### config.mk
export PLATFORM = sky130hd
export DESIGN_NAME = two_gate_velocity_timer
export DESIGN_NICKNAME = d
export VERILOG_FILES = /design/src/tgvt_pkg.sv /design/src/two_gate_velocity_timer.sv /design/src/tgvt_cfg.sv /design/src/tgvt_ctrl.sv /design/src/tgvt_dp.sv
export SDC_FILE = /design/constraint.sdc
export NUM_CORES = 1
export LEC_CHECK = 0
export ABC_AREA = 1
export BUFFER_PORTS_ARGS = -buffer_cell sky130_fd_sc_hd__buf_4
export CORE_AREA = 5 5 158 160
export DETAILED_ROUTE_END_ITERATION = 10
export DIE_AREA = 0 0 163 165
export PLACE_DENSITY = 0.79
export SETUP_SLACK_MARGIN = 0.3
export SYNTH_ARGS = -nofsm -noshare
export SYNTH_HDL_FRONTEND = slang
export SYNTH_SLANG_ARGS = --single-unit
### constraint.sdc
create_clock -name clk_i -period 5.3 [get_ports clk_i]
set_input_delay 0.795 -clock clk_i [delete_from_list [all_inputs] [get_ports clk_i]]
set_output_delay 0.795 -clock clk_i [all_outputs]
set_load 0.05 [all_outputs]
### src/tgvt_pkg.sv
// shared types and constants of the two-gate velocity timer
// no dependencies; imported by every module of the block
`timescale 1ns / 1ps

package tgvt_pkg;

  // field widths
  localparam int SAMPLE_W    = 10;
  localparam int LEVEL_W     = 10;
  localparam int DIST_W      = 10;
  localparam int OFFSET_W    = 12;
  localparam int TIMEOUT_W   = 20;
  localparam int SPEED_W     = 16;
  localparam int STATUS_W    = 2;
  localparam int SCALE_W     = 10;
  localparam int DVD_W       = DIST_W + SCALE_W;
  localparam int STEP_W      = $clog2(DVD_W);
  localparam int IN_TDATA_W  = 24;
  localparam int OUT_TDATA_W = 16;
  localparam int APB_ADDR_W  = 5;
  localparam int APB_DATA_W  = 32;
  localparam int REG_IDX_W   = 3;

  // millimetres per microsecond to metres per second
  localparam logic [SCALE_W-1:0] MM_TO_M_SCALE = 10'd1000;

  // register indexes
  localparam logic [REG_IDX_W-1:0] REG_DIRECTION     = 3'd0;
  localparam logic [REG_IDX_W-1:0] REG_REG_START     = 3'd1;
  localparam logic [REG_IDX_W-1:0] REG_REG_STOP      = 3'd2;
  localparam logic [REG_IDX_W-1:0] REG_REV_START     = 3'd3;
  localparam logic [REG_IDX_W-1:0] REG_REV_STOP      = 3'd4;
  localparam logic [REG_IDX_W-1:0] REG_DISTANCE      = 3'd5;
  localparam logic [REG_IDX_W-1:0] REG_OFFSET        = 3'd6;
  localparam logic [REG_IDX_W-1:0] REG_TIMEOUT       = 3'd7;

  // result status codes
  localparam logic [STATUS_W-1:0] STATUS_MEASURED = 2'd0;
  localparam logic [STATUS_W-1:0] STATUS_TIMEOUT  = 2'd1;
  localparam logic [STATUS_W-1:0] STATUS_NONPOS   = 2'd2;

  // register reset values
  localparam logic                 RST_DIRECTION = 1'b0;
  localparam logic [LEVEL_W-1:0]   RST_REG_START = 10'd277;
  localparam logic [LEVEL_W-1:0]   RST_REG_STOP  = 10'd220;
  localparam logic [LEVEL_W-1:0]   RST_REV_START = 10'd230;
  localparam logic [LEVEL_W-1:0]   RST_REV_STOP  = 10'd2;
  localparam logic [DIST_W-1:0]    RST_DISTANCE  = 10'd116;
  localparam logic [OFFSET_W-1:0]  RST_OFFSET    = 12'd120;
  localparam logic [TIMEOUT_W-1:0] RST_TIMEOUT   = 20'd500000;

  typedef struct packed {
    logic                 direction_mode;
    logic [LEVEL_W-1:0]   regular_start_level;
    logic [LEVEL_W-1:0]   regular_stop_level;
    logic [LEVEL_W-1:0]   reverse_start_level;
    logic [LEVEL_W-1:0]   reverse_stop_level;
    logic [DIST_W-1:0]    gate_distance_mm;
    logic [OFFSET_W-1:0]  offset_ticks;
    logic [TIMEOUT_W-1:0] timeout_ticks;
  } tgvt_cfg_t;

  // controller to datapath
  typedef struct packed {
    logic clear_count;
    logic count_en;
    logic div_start;
    logic div_step;
    logic load_timeout;
    logic load_nonpos;
    logic load_speed;
  } tgvt_cmd_t;

  // datapath to controller
  typedef struct packed {
    logic start_hit;
    logic timeout_hit;
    logic stop_hit;
    logic nonpos;
    logic div_last;
    logic out_free;
  } tgvt_stat_t;

endpackage

### src/two_gate_velocity_timer.sv
// tick input: one sample pair per cycle while waiting or timing and the result register is free
// timeout and non-positive results: m_axis_tvalid rises in the cycle after the tick that ends timing
// measured speed: m_axis_tvalid rises once the one-bit-per-cycle divider has run through the divide phase
// input stalls during the divide and while a result waits with m_axis_tready low
// rst_ni clears phase, counter and result valid; registers return to defaults
`timescale 1ns / 1ps

module two_gate_velocity_timer
  import tgvt_pkg::*;
#(
  parameter int COUNT_BITS = 20
) (
  input  logic                   clk_i,
  input  logic                   rst_ni,
  // stream in
  input  logic                   s_axis_tvalid,
  output logic                   s_axis_tready,
  input  logic [IN_TDATA_W-1:0]  s_axis_tdata,   // gate_a_sample[9:0], gate_b_sample[19:10]
  // stream out
  output logic                   m_axis_tvalid,
  input  logic                   m_axis_tready,
  output logic [OUT_TDATA_W-1:0] m_axis_tdata,   // speed_value[15:0]
  output logic [STATUS_W-1:0]    m_axis_tuser,   // status[1:0]
  // configuration
  input  logic                   psel,
  input  logic                   penable,
  input  logic                   pwrite,
  input  logic [APB_ADDR_W-1:0]  paddr,
  input  logic [APB_DATA_W-1:0]  pwdata,
  output logic [APB_DATA_W-1:0]  prdata,
  output logic                   pready
);

  tgvt_cfg_t          cfg;
  tgvt_cmd_t          cmd;
  tgvt_stat_t         stat;
  logic [SPEED_W-1:0] speed;

  // register file
  tgvt_cfg u_cfg (
    .clk_i   (clk_i),
    .rst_ni  (rst_ni),
    .psel    (psel),
    .penable (penable),
    .pwrite  (pwrite),
    .paddr   (paddr),
    .pwdata  (pwdata),
    .prdata  (prdata),
    .pready  (pready),
    .cfg_o   (cfg)
  );

  // phase control
  tgvt_ctrl u_ctrl (
    .clk_i     (clk_i),
    .rst_ni    (rst_ni),
    .s_valid_i (s_axis_tvalid),
    .s_ready_o (s_axis_tready),
    .stat_i    (stat),
    .cmd_o     (cmd)
  );

  // counting and division
  tgvt_dp #(
    .COUNT_BITS (COUNT_BITS)
  ) u_dp (
    .clk_i      (clk_i),
    .rst_ni     (rst_ni),
    .cfg_i      (cfg),
    .s_data_i   (s_axis_tdata),
    .cmd_i      (cmd),
    .stat_o     (stat),
    .m_valid_o  (m_axis_tvalid),
    .m_ready_i  (m_axis_tready),
    .m_speed_o  (speed),
    .m_status_o (m_axis_tuser)
  );

  assign m_axis_tdata = OUT_TDATA_W'(speed);

endmodule

### src/tgvt_cfg.sv
// configuration register file with apb-style access
// depends on tgvt_pkg
`timescale 1ns / 1ps

module tgvt_cfg
  import tgvt_pkg::*;
(
  input  logic                  clk_i,
  input  logic                  rst_ni,
  input  logic                  psel,
  input  logic                  penable,
  input  logic                  pwrite,
  input  logic [APB_ADDR_W-1:0] paddr,
  input  logic [APB_DATA_W-1:0] pwdata,
  output logic [APB_DATA_W-1:0] prdata,
  output logic                  pready,
  output tgvt_cfg_t             cfg_o
);

  tgvt_cfg_t              cfg_q;
  logic                   wr_en;
  logic [REG_IDX_W-1:0]   reg_idx;

  assign pready  = 1'b1;
  assign wr_en   = psel & penable & pwrite & pready;
  assign reg_idx = paddr[APB_ADDR_W-1:2];
  assign cfg_o   = cfg_q;

  // register writes
  always_ff @(posedge clk_i or negedge rst_ni) begin
    if (!rst_ni) begin
      cfg_q.direction_mode      <= RST_DIRECTION;
      cfg_q.regular_start_level <= RST_REG_START;
      cfg_q.regular_stop_level  <= RST_REG_STOP;
      cfg_q.reverse_start_level <= RST_REV_START;
      cfg_q.reverse_stop_level  <= RST_REV_STOP;
      cfg_q.gate_distance_mm    <= RST_DISTANCE;
      cfg_q.offset_ticks        <= RST_OFFSET;
      cfg_q.timeout_ticks       <= RST_TIMEOUT;
    end else if (wr_en) begin
      case (reg_idx)
        REG_DIRECTION: cfg_q.direction_mode      <= pwdata[0];
        REG_REG_START: cfg_q.regular_start_level <= pwdata[LEVEL_W-1:0];
        REG_REG_STOP:  cfg_q.regular_stop_level  <= pwdata[LEVEL_W-1:0];
        REG_REV_START: cfg_q.reverse_start_level <= pwdata[LEVEL_W-1:0];
        REG_REV_STOP:  cfg_q.reverse_stop_level  <= pwdata[LEVEL_W-1:0];
        REG_DISTANCE:  cfg_q.gate_distance_mm    <= pwdata[DIST_W-1:0];
        REG_OFFSET:    cfg_q.offset_ticks        <= pwdata[OFFSET_W-1:0];
        REG_TIMEOUT:   cfg_q.timeout_ticks       <= pwdata[TIMEOUT_W-1:0];
        default: ;
      endcase
    end
  end

  // read mux
  always_comb begin
    case (reg_idx)
      REG_DIRECTION: prdata = APB_DATA_W'(cfg_q.direction_mode);
      REG_REG_START: prdata = APB_DATA_W'(cfg_q.regular_start_level);
      REG_REG_STOP:  prdata = APB_DATA_W'(cfg_q.regular_stop_level);
      REG_REV_START: prdata = APB_DATA_W'(cfg_q.reverse_start_level);
      REG_REV_STOP:  prdata = APB_DATA_W'(cfg_q.reverse_stop_level);
      REG_DISTANCE:  prdata = APB_DATA_W'(cfg_q.gate_distance_mm);
      REG_OFFSET:    prdata = APB_DATA_W'(cfg_q.offset_ticks);
      REG_TIMEOUT:   prdata = APB_DATA_W'(cfg_q.timeout_ticks);
      default:       prdata = '0;
    endcase
  end

endmodule

### src/tgvt_ctrl.sv
// controller state machine: waiting, timing and divide phases
// depends on tgvt_pkg; drives tgvt_dp through command signals
`timescale 1ns / 1ps

module tgvt_ctrl
  import tgvt_pkg::*;
(
  input  logic       clk_i,
  input  logic       rst_ni,
  input  logic       s_valid_i,
  output logic       s_ready_o,
  input  tgvt_stat_t stat_i,
  output tgvt_cmd_t  cmd_o
);

  typedef enum logic [2:0] {
    ST_WAIT   = 3'b001,
    ST_TIMING = 3'b010,
    ST_DIVIDE = 3'b100
  } tgvt_state_e;

  tgvt_state_e state_q, state_d;
  logic        accept;

  assign s_ready_o = ((state_q == ST_WAIT) || (state_q == ST_TIMING)) && stat_i.out_free;
  assign accept    = s_valid_i & s_ready_o;

  // next state and commands
  always_comb begin
    state_d = state_q;
    cmd_o   = '0;
    case (state_q)
      ST_WAIT: begin
        if (accept && stat_i.start_hit) begin
          cmd_o.clear_count = 1'b1;
          state_d           = ST_TIMING;
        end
      end
      ST_TIMING: begin
        if (accept) begin
          cmd_o.count_en = 1'b1;
          if (stat_i.timeout_hit) begin
            cmd_o.load_timeout = 1'b1;
            state_d            = ST_WAIT;
          end else if (stat_i.stop_hit) begin
            if (stat_i.nonpos) begin
              cmd_o.load_nonpos = 1'b1;
              state_d           = ST_WAIT;
            end else begin
              cmd_o.div_start = 1'b1;
              state_d         = ST_DIVIDE;
            end
          end
        end
      end
      ST_DIVIDE: begin
        cmd_o.div_step = 1'b1;
        if (stat_i.div_last) begin
          cmd_o.load_speed = 1'b1;
          state_d          = ST_WAIT;
        end
      end
      default: state_d = ST_WAIT;
    endcase
  end

  // state register
  always_ff @(posedge clk_i or negedge rst_ni) begin
    if (!rst_ni) begin
      state_q <= ST_WAIT;
    end else begin
      state_q <= state_d;
    end
  end

endmodule

### src/tgvt_dp.sv
// datapath: gate compare, tick counter, bit-serial divider, result register
// depends on tgvt_pkg; controlled by tgvt_ctrl
`timescale 1ns / 1ps

module tgvt_dp
  import tgvt_pkg::*;
#(
  parameter int COUNT_BITS = 20
) (
  input  logic                   clk_i,
  input  logic                   rst_ni,
  input  tgvt_cfg_t              cfg_i,
  input  logic [IN_TDATA_W-1:0]  s_data_i,
  input  tgvt_cmd_t              cmd_i,
  output tgvt_stat_t             stat_o,
  output logic                   m_valid_o,
  input  logic                   m_ready_i,
  output logic [SPEED_W-1:0]     m_speed_o,
  output logic [STATUS_W-1:0]    m_status_o
);

  localparam int CMP_W = (COUNT_BITS > TIMEOUT_W) ? COUNT_BITS : TIMEOUT_W;
  localparam logic [COUNT_BITS-1:0] COUNT_MAX = '1;

  logic [SAMPLE_W-1:0]   gate_a, gate_b, start_s, stop_s;
  logic [LEVEL_W-1:0]    start_lv, stop_lv;
  logic [COUNT_BITS-1:0] count_q, count_d, count_next, offset_ext, shot;

  logic [DVD_W-1:0]      dvd_q, dvd_d;
  logic [COUNT_BITS-1:0] dsr_q, dsr_d;
  logic [COUNT_BITS-1:0] rem_q, rem_d;
  logic [STEP_W-1:0]     step_q, step_d;
  logic [COUNT_BITS:0]   rem_shift, rem_diff;
  logic                  fits;
  logic [DVD_W-1:0]      quot;
  logic [SPEED_W-1:0]    speed_sat;

  logic                  out_valid_q, out_valid_d;
  logic [SPEED_W-1:0]    out_speed_q, out_speed_d;
  logic [STATUS_W-1:0]   out_status_q, out_status_d;

  // sample and level selection by direction
  assign gate_a   = s_data_i[SAMPLE_W-1:0];
  assign gate_b   = s_data_i[2*SAMPLE_W-1:SAMPLE_W];
  assign start_s  = cfg_i.direction_mode ? gate_b : gate_a;
  assign stop_s   = cfg_i.direction_mode ? gate_a : gate_b;
  assign start_lv = cfg_i.direction_mode ? cfg_i.reverse_start_level
                                         : cfg_i.regular_start_level;
  assign stop_lv  = cfg_i.direction_mode ? cfg_i.reverse_stop_level
                                         : cfg_i.regular_stop_level;

  // saturating tick count and its checks
  assign count_next = (count_q == COUNT_MAX) ? count_q : count_q + 1'b1;
  assign offset_ext = COUNT_BITS'(cfg_i.offset_ticks);
  assign shot       = count_next - offset_ext;

  assign stat_o.start_hit   = start_s >= start_lv;
  assign stat_o.stop_hit    = stop_s >= stop_lv;
  assign stat_o.timeout_hit = CMP_W'(count_next) > CMP_W'(cfg_i.timeout_ticks);
  assign stat_o.nonpos      = count_next <= offset_ext;
  assign stat_o.div_last    = step_q == STEP_W'(DVD_W - 1);
  assign stat_o.out_free    = !out_valid_q || m_ready_i;

  always_comb begin
    count_d = count_q;
    if (cmd_i.clear_count) begin
      count_d = '0;
    end else if (cmd_i.count_en) begin
      count_d = count_next;
    end
  end

  // restoring divider, one quotient bit per cycle
  assign rem_shift = {rem_q, dvd_q[DVD_W-1]};
  assign rem_diff  = rem_shift - {1'b0, dsr_q};
  assign fits      = rem_shift >= {1'b0, dsr_q};
  assign quot      = {dvd_q[DVD_W-2:0], fits};
  assign speed_sat = (|quot[DVD_W-1:SPEED_W]) ? '1 : quot[SPEED_W-1:0];

  always_comb begin
    dvd_d  = dvd_q;
    dsr_d  = dsr_q;
    rem_d  = rem_q;
    step_d = step_q;
    if (cmd_i.div_start) begin
      dvd_d  = DVD_W'(cfg_i.gate_distance_mm) * DVD_W'(MM_TO_M_SCALE);
      dsr_d  = shot;
      rem_d  = '0;
      step_d = '0;
    end else if (cmd_i.div_step) begin
      dvd_d  = quot;
      rem_d  = fits ? rem_diff[COUNT_BITS-1:0] : rem_shift[COUNT_BITS-1:0];
      step_d = step_q + 1'b1;
    end
  end

  // result register
  always_comb begin
    out_speed_d  = out_speed_q;
    out_status_d = out_status_q;
    out_valid_d  = out_valid_q && !m_ready_i;
    if (cmd_i.load_timeout) begin
      out_speed_d  = '0;
      out_status_d = STATUS_TIMEOUT;
      out_valid_d  = 1'b1;
    end else if (cmd_i.load_nonpos) begin
      out_speed_d  = '0;
      out_status_d = STATUS_NONPOS;
      out_valid_d  = 1'b1;
    end else if (cmd_i.load_speed) begin
      out_speed_d  = speed_sat;
      out_status_d = STATUS_MEASURED;
      out_valid_d  = 1'b1;
    end
  end

  assign m_valid_o  = out_valid_q;
  assign m_speed_o  = out_speed_q;
  assign m_status_o = out_status_q;

  // control registers
  always_ff @(posedge clk_i or negedge rst_ni) begin
    if (!rst_ni) begin
      count_q     <= '0;
      step_q      <= '0;
      out_valid_q <= 1'b0;
    end else begin
      count_q     <= count_d;
      step_q      <= step_d;
      out_valid_q <= out_valid_d;
    end
  end

  // payload registers
  always_ff @(posedge clk_i) begin
    dvd_q        <= dvd_d;
    dsr_q        <= dsr_d;
    rem_q        <= rem_d;
    out_speed_q  <= out_speed_d;
    out_status_q <= out_status_d;
  end

endmodule

* Word-level counts from Yosys, hierarchy flattened
Cells that the tools add are included.
** Storage, ports and cells
- Flip-flop bits (word level) :: 190
- Input bits :: 68
- Output and inout port bits :: 53
- Word-level logic and storage cells :: 111
** Cells by class
- Add/sub/neg operators :: 4
- Multiply operators :: 1
- Order comparisons :: 5
- Eq/ne operators :: 16
- Muxes and demuxes :: 42
- Bitwise operators :: 3
- Reductions and logical operators :: 22
** Operators with widths (number)
- case mux 32 bit (8 select lines) :: 1
- two-way mux 20 bit :: 6
- two-way mux 10 bit :: 4
- >= comparator 21 x 20 -> 1 bit :: 1
- adder 20 x 1 -> 20 bit (second input constant) :: 1
- == test 20 bit (second input constant) :: 1
- >= comparator 10 bit :: 2
- > comparator 20 bit :: 1
- <= comparator 20 x 12 -> 1 bit :: 1
- subtractor 20 x 12 -> 20 bit :: 1
- subtractor 20 bit :: 1
- two-way mux 3 bit :: 6
- multiplier 10 x 7 -> 17 bit (second input constant) :: 1
- two-way mux 16 bit :: 1
- AND reduction 2 bit :: 8
- == test 3 bit (second input constant) :: 5
- two-way mux 1 bit :: 15
- two-way mux 2 bit :: 6
- two-way mux 5 bit :: 2
- == test 3 x 2 -> 1 bit (second input constant) :: 3
- case mux 3 bit (3 select lines) :: 1
- == test 3 x 1 -> 1 bit (second input constant) :: 2
- nonzero test 2 bit :: 3
- adder 5 x 1 -> 5 bit (second input constant) :: 1
- 12 further kinds :: 19

* Logic depth before layout (Yosys ltp)
Gate-level depths: netlist of the first run.
- Word-level depth :: 10
- Depth in mapped cells :: 24
- Mapped depth without buffers :: 23

* Hierarchy
Synthesis of the first run repeated with hierarchy kept, for this count alone.
** Second synthesis, totals
- Cells, all modules :: 1881
- Area, all modules :: 14196.1 um^2
** Modules (own cells, without submodules)
- tgvt_dp :: instances 1, cells an instance 1340, area an instance 9855.7 um^2, sequential area each 2582.5 um^2
- tgvt_cfg :: instances 1, cells an instance 491, area an instance 4047.6 um^2, sequential area each 2114.5 um^2
- tgvt_ctrl :: instances 1, cells an instance 50, area an instance 292.8 um^2, sequential area each 76.3 um^2

* Worst setup path after synthesis of the first run
No wires, ideal clock.
- Kind :: register -> register
- Start :: register u_cfg.cfg_q, in the netlist u_cfg.cfg_o[34]
- End :: register u_dp.dvd_q[17] (data pin)
- Library setup time :: 0.252 ns
- Data arrival time :: 3.900 ns
- Data required time :: 5.048 ns
- Setup slack :: 1.148 ns
- Cell stages (with the launch flop) :: 18
- Path buffers :: 0
- Clock period less this slack :: 4.152 ns
- Cells stage by stage :: dfstp_2 -> inv_1 -> fa_1 -> fa_1 -> inv_1 -> fa_1 -> inv_1 -> fa_1 -> inv_1 -> ha_1 -> a21oi_1 -> o21ai_0 -> nand2_1 -> nand3_1 -> a21oi_1 -> xor2_1 -> nand2_1 -> nand2_1
** Between the ends
- Longest elaborated chain between the ends :: 2
** RTL lines
- start: declaration :: line tgvt_cfg.sv:20 : tgvt_cfg_t cfg_q;
- multiplier 10 x 7 -> 17 bit :: line tgvt_dp.sv:86 : dvd_d = DVD_W'(cfg_i.gate_distance_mm) * DVD_W'(MM_TO_M_SCALE);
- two-way mux 20 bit :: line tgvt_dp.sv:85 : if (cmd_i.div_start) begin
- named net u_dp.dvd_d[17] :: line tgvt_dp.sv:29 : logic [DVD_W-1:0] dvd_q, dvd_d;
- end signal: assignment :: line tgvt_dp.sv:136 : dvd_q <= dvd_d;
- end: declaration :: line tgvt_dp.sv:29
The timed path passes the listed nets, and every way through them passes these cells.
A chain may end at the register's enable or synchronous reset.

* Worst setup path after layout of the first run
- Start :: register u_dp.count_q[0]
- End :: register u_dp.dsr_q[6], enable pin
** Between the ends
- Longest elaborated chain between the ends :: 8
- Elaborated cells on any way between the ends :: 10
- Those cells by class :: add/sub (1); order compare (2); eq/ne (1); mux (6)
** RTL lines
- start: declaration :: line tgvt_dp.sv:27 : logic [COUNT_BITS-1:0] count_q, count_d, count_next, offset_ext, shot;
- start signal: assignment :: line tgvt_dp.sv:128 : count_q <= count_d;
- adder 20 x 1 -> 20 bit / == test 20 bit (equally long branches) :: line tgvt_dp.sv:53 : assign count_next = (count_q == COUNT_MAX) ? count_q : count_q + 1'b1;
- two-way mux 20 bit * :: line tgvt_dp.sv:53
- <= comparator 20 x 12 -> 1 bit :: line tgvt_dp.sv:60 : assign stat_o.nonpos = count_next <= offset_ext;
- two-way mux 1 bit :: line tgvt_ctrl.sv:46 : if (stat_i.nonpos) begin
- two-way mux 1 bit :: line tgvt_ctrl.sv:45 : end else if (stat_i.stop_hit) begin
- two-way mux 1 bit * :: line tgvt_ctrl.sv:42 : if (stat_i.timeout_hit) begin
- two-way mux 2 bit * :: line tgvt_ctrl.sv:40 : if (accept) begin
- two-way mux 2 bit * :: line tgvt_ctrl.sv:32 : case (state_q)
- end signal: assignment :: line tgvt_dp.sv:137 : dsr_q <= dsr_d;
- end: declaration :: line tgvt_dp.sv:30 : logic [COUNT_BITS-1:0] dsr_q, dsr_d;
Every way passes the cells marked *; elsewhere a longest branch is shown, timed or not.

==> results by group, run 1 <==
Final layout
  • Total area of sequential cells: 4770 um2
  • Fin cells: 2214
  • Fillers: 1999
  • Layout area overhead: 10.8%
  • Diodes inserted: 0
  • Layout Nets: 2097
  • Layout cells sized above 1: 0.107
  • Multi-input logic area: 7660 um2
  • Final Util: 0.652

Worst setup path
  • Crit path top cell by count: nand2_2
  • Worst R2R Path Depth: 17
  • Crit-path cells: ha_1 -> nand3_1 -> inv_2 -> nand2_2 -> nor2_2 -> nand2_2 -> a21boi_0 -> inv_1 -> ha_1 -> nand2_1 -> nor2_1 -> nand2_1 -> nor2_1 -> nand4_1 -> a21oi_2 -> nand2_2 -> inv_2
  • Reg2Reg Setup Slack: 0.72 ns
  • Startpoint types: flip-flop
  • Slowest CP cell: inv_2
  • Top Family by Delay on Critical Path: simple AND/OR/NAND/NOR gates
  • Critical Path End Type: flip-flop
  • WS Path Type: reg -> reg
  • CP Max Fanout: 34
  • Origin of the critical flop-to-flop path: u_dp.count_q[0]$_DFFE_PN0P_
  • WP buf/inv: 3
  • RR Endpoint: u_dp.dsr_q[6]$_DFFE_PN_
  • Required time worst endpoint: 5.37 ns
  • Critical path data arrival time: 4.65 ns
  • Highest cell delay on the worst timing path: 0.59 ns

Placement
  • Port bufs: 89
  • Dpl hpwl: 26000 um
  • Placed insts: 2182
  • Routability cong.: 0.976

Timing
  • Final hold violation count: 0
  • Setup_tns: 0 ns
  • RSZ-0062 raised after global routing: false
  • Slew HR: 0.215
  • Least-Margin Pin Slew: 1.17 ns
  • Clock skew: 0.0143 ns
  • Fmax achieved: 0.218 GHz
  • Slew Limit Fails: 0
  • Crit path time final: 4.58 ns
  • Final Cycle Share: 0.864
  • Final hold slack: 0.427 ns
  • Setup violators final: 0

CTS
  • CTS tree: done
  • Post-CTS sizing: 0
  • CTS Sinks: 190
  • Post-CTS setup buffer count: 0
  • Clock buffer depth: 2
  • Clk Latency, worst-skew pair: 0.44 ns
  • CTS Buf Count: 17
  • CTS H-tree lvls: 4
  • Clock root cell: clkbuf_16
  • Hold_buf cts: 0
  • Clk slew on worst S/H paths: 0.08 ns

Yosys
  • Register area share after synthesis: 0.349
  • FF+latch count, synth: 190
  • Yosys warnings: 0
  • EDFF count, synth: 37
  • Mapped cell area: 13700 um2
  • Post-Syn Instances: 1815
  • Yosys cell types: 49
  • Async SR Flop Fraction: 0.589
  • Yosys top cell area share: 0.148
  • Avg Cell Area, Syn: 7.54 um2
  • Primary FF master, synth: dfrtp_1
  • Largest area contributor in the netlist: dfrtp_1
  • Top post-synthesis cells by area: dfrtp_1 (15%), nand2_1 (13%), ha_1 (11%)

Routing
  • Vias: 12106
  • Residual DRC: 0
  • Initial DRC Count: 1070
  • Drt first pass iters: 6
  • DRT Wirelength: 34000 um
  • Routed WL per cell: 15.4 um
  • Final ANT Viol Nets: 0
  • DR vias/cell: 5.47

Global routing
  • GRT Total Usage: 0.259
  • Initial antenna violation count: 0
  • Global-route wire length before repair: 56500 um
  • Largest net degree at the start of global routing: 64
  • Vias in the first global route: 11544
  • Total gr overflow: 0

Power
  • VDD IR max: 610 uV
  • Total power: 9.52 mW
  • Power per Cell Area: 628 nW/um2
  • Static leakage: 7.77 nW

Floorplan
  • Row count: 56
  • Die area: 26900 um2
  • Initial Util: 0.588
  • Die X-Extent: 163 um
  • IO Pins: 121
  • Core Area: 23300 um2
  • Die Y: 165 um

Status
  • Status: finished clean

Worst hold path
  • Worst min path class: in -> async

Flow run
  • Max cap viols: 0
-- layout make-up --
cell class | instances | area share
clock buffer | 17 | 0.0281
multi-input combinational | 1309 | 0.505
timing repair buffer | 99 | 0.0490
tap | 319 | 0.0263
sequential | 190 | 0.315
clock inverter | 15 | 0.0110
inverter | 265 | 0.0656
-- metrics by stage --
step | area, um2 | worst slack [ns]
5_1_grt | 15200 | 0.319
2_1_floorplan | 13700 | 1.15
3_3_place_gp | 14600 | 0.903
4_1_cts | 15200 | 0.768
3_5_place_dp | 14600 | 0.827
6_report | 15200 | 0.720
-- kinds of logic (layout without fill, tap and decap cells) --
family	count (synthesis)	in the layout	synth area share
AND/OR/NAND/NOR	780	780	0.236
buffers and inverters	327	396	0.0955
AO/OA/AOI/OAI	306	306	0.126
flip-flops	190	190	0.349
adder cells (fa/ha/maj)	147	147	0.152
XOR/XNOR	54	54	0.0346
multiplexers	9	9	0.00658
other	2	13	0.000549
-- state kept, by name (all words and copies together) (netlist names) --
register and flops:
u_dp.m_valid_o 1, u_dp.m_status_o 2, u_dp.rem_q 20, u_dp.dvd_q 20, u_ctrl.state_q 3, u_cfg.cfg_o 83
u_dp.m_speed_o 16, u_dp.count_q 20, u_dp.dsr_q 20, u_dp.step_q 5
-- placed cells by master, fill, tap and decap left out, types with 31 or more instances in the layout --
cell and count:
nand3_1 66, inv_1 260, dfstp_2 31, xor2_1 33
o21ai_0 145, a21oi_1 71, dfxtp_1 41, ha_1 115
nor2_1 155, buf_4 99, edfxtp_1 37, fa_1 32
dfrtp_1 81, nand2_1 483
-- per-layer routing --
metal  vias to the layer above  part of all wire  track usage
li1                       5978                 -            -
met1                      5652              0.45        0.359
met2                       412              0.46        0.421
met3                        64             0.067       0.0464
met4                         0             0.020       0.0694
met5                         -                 0            0
-- worst max path at each step --
stage / end / cells after the start / startpoint / slack (ns)
finish: u_dp.dsr_q[6]$_DFFE_PN_ / 17 / u_dp.count_q[0]$_DFFE_PN0P_ / 0.72
global route: u_dp.dvd_q[14]$_DFFE_PP_ / 19 / u_dp.count_q[0]$_DFFE_PN0P_ / 0.32
CTS: u_dp.dsr_q[6]$_DFFE_PN_ / 17 / u_dp.count_q[0]$_DFFE_PN0P_ / 0.77
detailed placement: u_dp.dsr_q[1]$_DFFE_PN_ / 17 / u_dp.count_q[0]$_DFFE_PN0P_ / 0.83
global placement: u_dp.dsr_q[1]$_DFFE_PN_ / 17 / u_dp.count_q[0]$_DFFE_PN0P_ / 0.90
floorplan: u_dp.dvd_q[17]$_DFFE_PP_ / 17 / u_cfg.cfg_o[34]$_DFFE_PN1P_ / 1.15
-- Yosys cell counts, types with 9 or more instances --
cell	count
nand2_1	483
dfstp_2	31
nor2_1	155
o21ai_0	145
buf_4	18
a21oi_1	71
nand3_1	66
dfxtp_1	41
a22oi_1	13
fa_1	32
xnor2_1	21
dfrtp_1	81
a221oi_1	10
o22ai_1	25
nand4_1	19
nor3_1	10
inv_1	260
clkbuf_1	36
xor2_1	33
ha_1	115
nor2_2	15
edfxtp_1	37
mux2i_1	9
-- where the power goes --
part	internal, mW	total [mW]	switching [mW]	leakage (nW)
registers	1.86	2.13	0.278	2.05
clock network	0.638	1.29	0.657	0.283
logic	2.37	6.09	3.72	5.43
Power figures use the tool's default switching activity.
==> run 2, diff against run 1 <==
- CORE_AREA: 5 5 158 160 -> 5 5 160 162
- DIE_AREA: 0 0 163 165 -> 0 0 165 167
- SYNTH_HIERARCHICAL: unset -> 1
==> run 2 against run 1 <==
Compared with the run above:
- flip-flop and latch count unchanged
- power shrank 3.9%
- cell count grew 3.1%
- highest routed layer unchanged
- largest cell class unchanged
- first-iteration DRC count down 7.7%
- largest power group unchanged
- critical endpoint is now u_dp/dvd_q[6]$_DFFE_PP_
- worst setup slack got worse by 0.095 ns
==> results by group, run 2 <==
Status
  • Status: finished clean

Final layout
  • Max reg flops: 83 (unchanged)
  • Commonest cells after routing, fill and taps aside: nand2_1 (426), inv_1 (281), nor2_1 (163), o21ai_0 (124), ha_1 (117)
  • Layout Nets: 2162 (+3.1%)
  • Commonest non-fill, non-tap cell in the layout: nand2_1
  • Fillers: 2087 (+4.4%)
  • Diodes inserted: 0 (unchanged)
  • Layout cells sized above 1: 0.117 (+0.0103)
  • Layout area overhead: 10.1%
  • Final Util: 0.652 (about the same)

CTS
  • Clk Latency, worst-skew pair: 0.44 ns (about the same)
  • Post-CTS sizing: 0 (unchanged)
  • CTS Buf Count: 17 (unchanged)
  • CTS tree: done
  • Clock buffer depth: 2 (unchanged)
  • Clk slew on worst S/H paths: 0.08 ns (about the same)
  • CTS H-tree lvls: 4 (unchanged)
  • Hold_buf cts: 0 (unchanged)
  • Post-CTS setup buffer count: 0 (unchanged)
  • Clock root cell: clkbuf_16
  • CTS Sinks: 190 (unchanged)

Yosys
  • Mapped cell area: 14200 um2 (+3.7%)
  • Yosys top cell area share: 0.143 (-0.00533)
  • EDFF count, synth: 37 (unchanged)
  • Largest area contributor in the netlist: dfrtp_1
  • FF+latch count, synth: 190 (unchanged)
  • Register area share after synthesis: 0.336 (-0.0125)
  • Avg Cell Area, Syn: 7.55 um2 (about the same)
  • Primary FF master, synth: dfrtp_1
  • Post-Syn Instances: 1881 (+3.6%)
  • Yosys cell types: 60 (+22%)
  • Top post-synthesis cells by area: dfrtp_1 (14%), nand2_1 (11%), ha_1 (10%)
  • Async SR Flop Fraction: 0.589 (unchanged)
  • Count leader, synth: nand2_1
  • Yosys warnings: 6 (+6)
  • Top post-synthesis cells by count: nand2_1 (426), inv_1 (281), nor2_1 (164), o21ai_0 (124), ha_1 (117)

Worst setup path
  • Required time worst endpoint: 5.42 ns (+0.05 ns)
  • CP Max Fanout: 19 (-44%)
  • Startpoint types: flip-flop
  • Crit-path cells: ha_1 -> nand3_2 -> inv_2 -> nand2_2 -> nor2_4 -> nand2_2 -> buf_4 -> nand3_1 -> ha_1 -> nand2_1 -> inv_1 -> nand3_1 -> nor2_1 -> nor4b_2 -> nand4_1 -> nand2_1 -> inv_1 -> inv_1 -> nand4_1 -> nor2_2 -> buf_4 -> nor2_1 -> inv_1 -> buf_4
  • Critical path data arrival time: 4.79 ns (+0.14 ns)
  • Crit path top cell by count: inv_1
  • Slowest CP cell: dfrtp_1
  • Critical Path End Type: flip-flop
  • Highest cell delay on the worst timing path: 0.45 ns (-0.14 ns)
  • WS Path Type: reg -> reg

Routing
  • Vias: 12547 (+3.6%)
  • Residual DRC: 0 (unchanged)
  • Drt first pass iters: 6 (unchanged)
  • DR vias/cell: 5.50 (+0.51%)
  • DRT Wirelength: 35000 um (+2.8%)
  • Initial DRC Count: 988 (-7.7%)
  • Routed WL per cell: 15.3 um (-0.34%)
  • Final ANT Viol Nets: 0 (unchanged)

Timing
  • Clock skew: 0.0208 ns (+0.00658 ns)
  • Setup WS post-layout: 0.625 ns (-0.0952 ns)
  • Fmax achieved: 0.214 GHz (-2.0%)
  • Slew Limit Fails: 0 (unchanged)
  • Final hold slack: 0.401 ns (-0.0258 ns)
  • Setup violators final: 0 (unchanged)
  • Setup_tns: 0 ns (unchanged)
  • Final Cycle Share: 0.882 (+0.0180)
  • RSZ-0062 raised after global routing: false
  • Least-Margin Pin Slew: 1.00 ns (-0.172 ns)
  • Final hold violation count: 0 (unchanged)
  • Crit path time final: 4.68 ns (+0.0952 ns)
  • Slew HR: 0.329 (+0.114)

Placement
  • Pre-CTS WS: 0.710 ns (-0.117 ns)
  • Port bufs: 89 (unchanged)
  • Routability cong.: 0.948 (-2.9%)
  • Dpl hpwl: 26700 um (+2.5%)

Global routing
  • Total gr overflow: 0 (unchanged)
  • Vias in the first global route: 11930 (+3.3%)
  • Initial antenna violation count: 0 (unchanged)
  • Largest net degree at the start of global routing: 58 (-9.4%)
  • GRT Total Usage: 0.257 (-0.00215)
  • Global-route wire length before repair: 57700 um (+2.1%)

Floorplan
  • Die X-Extent: 165 um (+1.2%)
  • Row count: 57 (+1.8%)
  • Die area: 27600 um2 (+2.5%)
  • Core Area: 24000 um2 (+3.0%)
  • Initial Util: 0.592 (+0.00410)
  • IO Pins: 121 (unchanged)
  • Die Y: 167 um (+1.2%)

Worst hold path
  • Worst min path class: in -> async

Power
  • Power per Cell Area: 586 nW/um2 (-6.7%)
  • VDD IR max: 492 uV (-19%)
  • Total power: 9.15 mW (-3.9%)
  • Static leakage: 7.94 nW (+2.2%)

Flow run
  • Max cap viols: 0 (unchanged)
[run 2: cell count changes after synthesis, sizes merged, moves of 16 or more]
cell,change
a21oi,+35
buf,+16
inv,+25
nand2,-52
nand3,+51
nand4,+29
[run 2: layout make-up]
| type | instances | area [um2] | area share |
|---|---|---|---|
| Clock buffer | 17 | 425 | 0.0272 |
| Tap cell | 324 | 405 | 0.0259 |
| Sequential cell | 190 | 4770 | 0.306 |
| Inverter | 291 | 1100 | 0.0704 |
| Timing Repair Buffer | 100 | 751 | 0.0480 |
| Clock inverter | 15 | 170 | 0.0109 |
| Multi-Input combinational cell | 1346 | 8000 | 0.512 |
[run 2: layer usage]
layer,part of all wire,global-route usage,wire (um)
met1,0.44,0.352,15400
met2,0.46,0.413,16200
met3,0.073,0.0534,2570
met4,0.024,0.0684,828
met5,0,0,0
[run 2: critical path: cells and delay by family (launching register included)]
kind	cells	cell delay (ns)
and+or+nand+nor	14	2.11
DFF	1	0.45
buffers and inverters	8	1.09
adders and majority gates	2	0.69
[run 2: final timing paths]
path / to / slack, ns / startpoint / cells past startpoint
worst max-delay path: u_dp/dvd_q[6]$_DFFE_PP_ / 0.62 / u_dp/count_q[0]$_DFFE_PN0P_ / 24
worst max register to register: u_dp/dvd_q[6]$_DFFE_PP_ / 0.62 / u_dp/count_q[0]$_DFFE_PN0P_ / 24
max in group asynchronous: u_cfg/cfg_o[20]$_DFFE_PN0P_ / 3.66 / rst_ni / 2
worst min register to register: u_dp/rem_q[13]$_SDFFE_PP0P_ / 0.47 / u_dp/rem_q[13]$_SDFFE_PP0P_ / 2
worst min-delay path: u_cfg/cfg_o[12]$_DFFE_PN0P_ / 0.40 / rst_ni / 1
min in group clk_i: u_dp/rem_q[13]$_SDFFE_PP0P_ / 0.47 / u_dp/rem_q[13]$_SDFFE_PP0P_ / 2
[run 2: report_power, final]
group          leakage (nW)  switching [mW]  internal, mW
logic                  5.60            3.62          2.10
clock network         0.284           0.625         0.673
registers              2.06           0.263          1.86
[run 2: cells by family after synthesis]
group / share of synthesized area
AND/OR/NAND/NOR: 0.257
buffers and inverters: 0.104
AO/OA/AOI/OAI: 0.119
flip-flops: 0.336
adder cells (fa/ha/maj): 0.147
XOR/XNOR: 0.0223
multiplexers: 0.0143
other: 0.000529
[run 2: metrics by stage]
step                instances  area, um2
CTS                      2283      15600
finish                   2283      15600
detailed placement       2251      15000
global route             2283      15600
floorplan                1892      14200
global placement         2251      15000
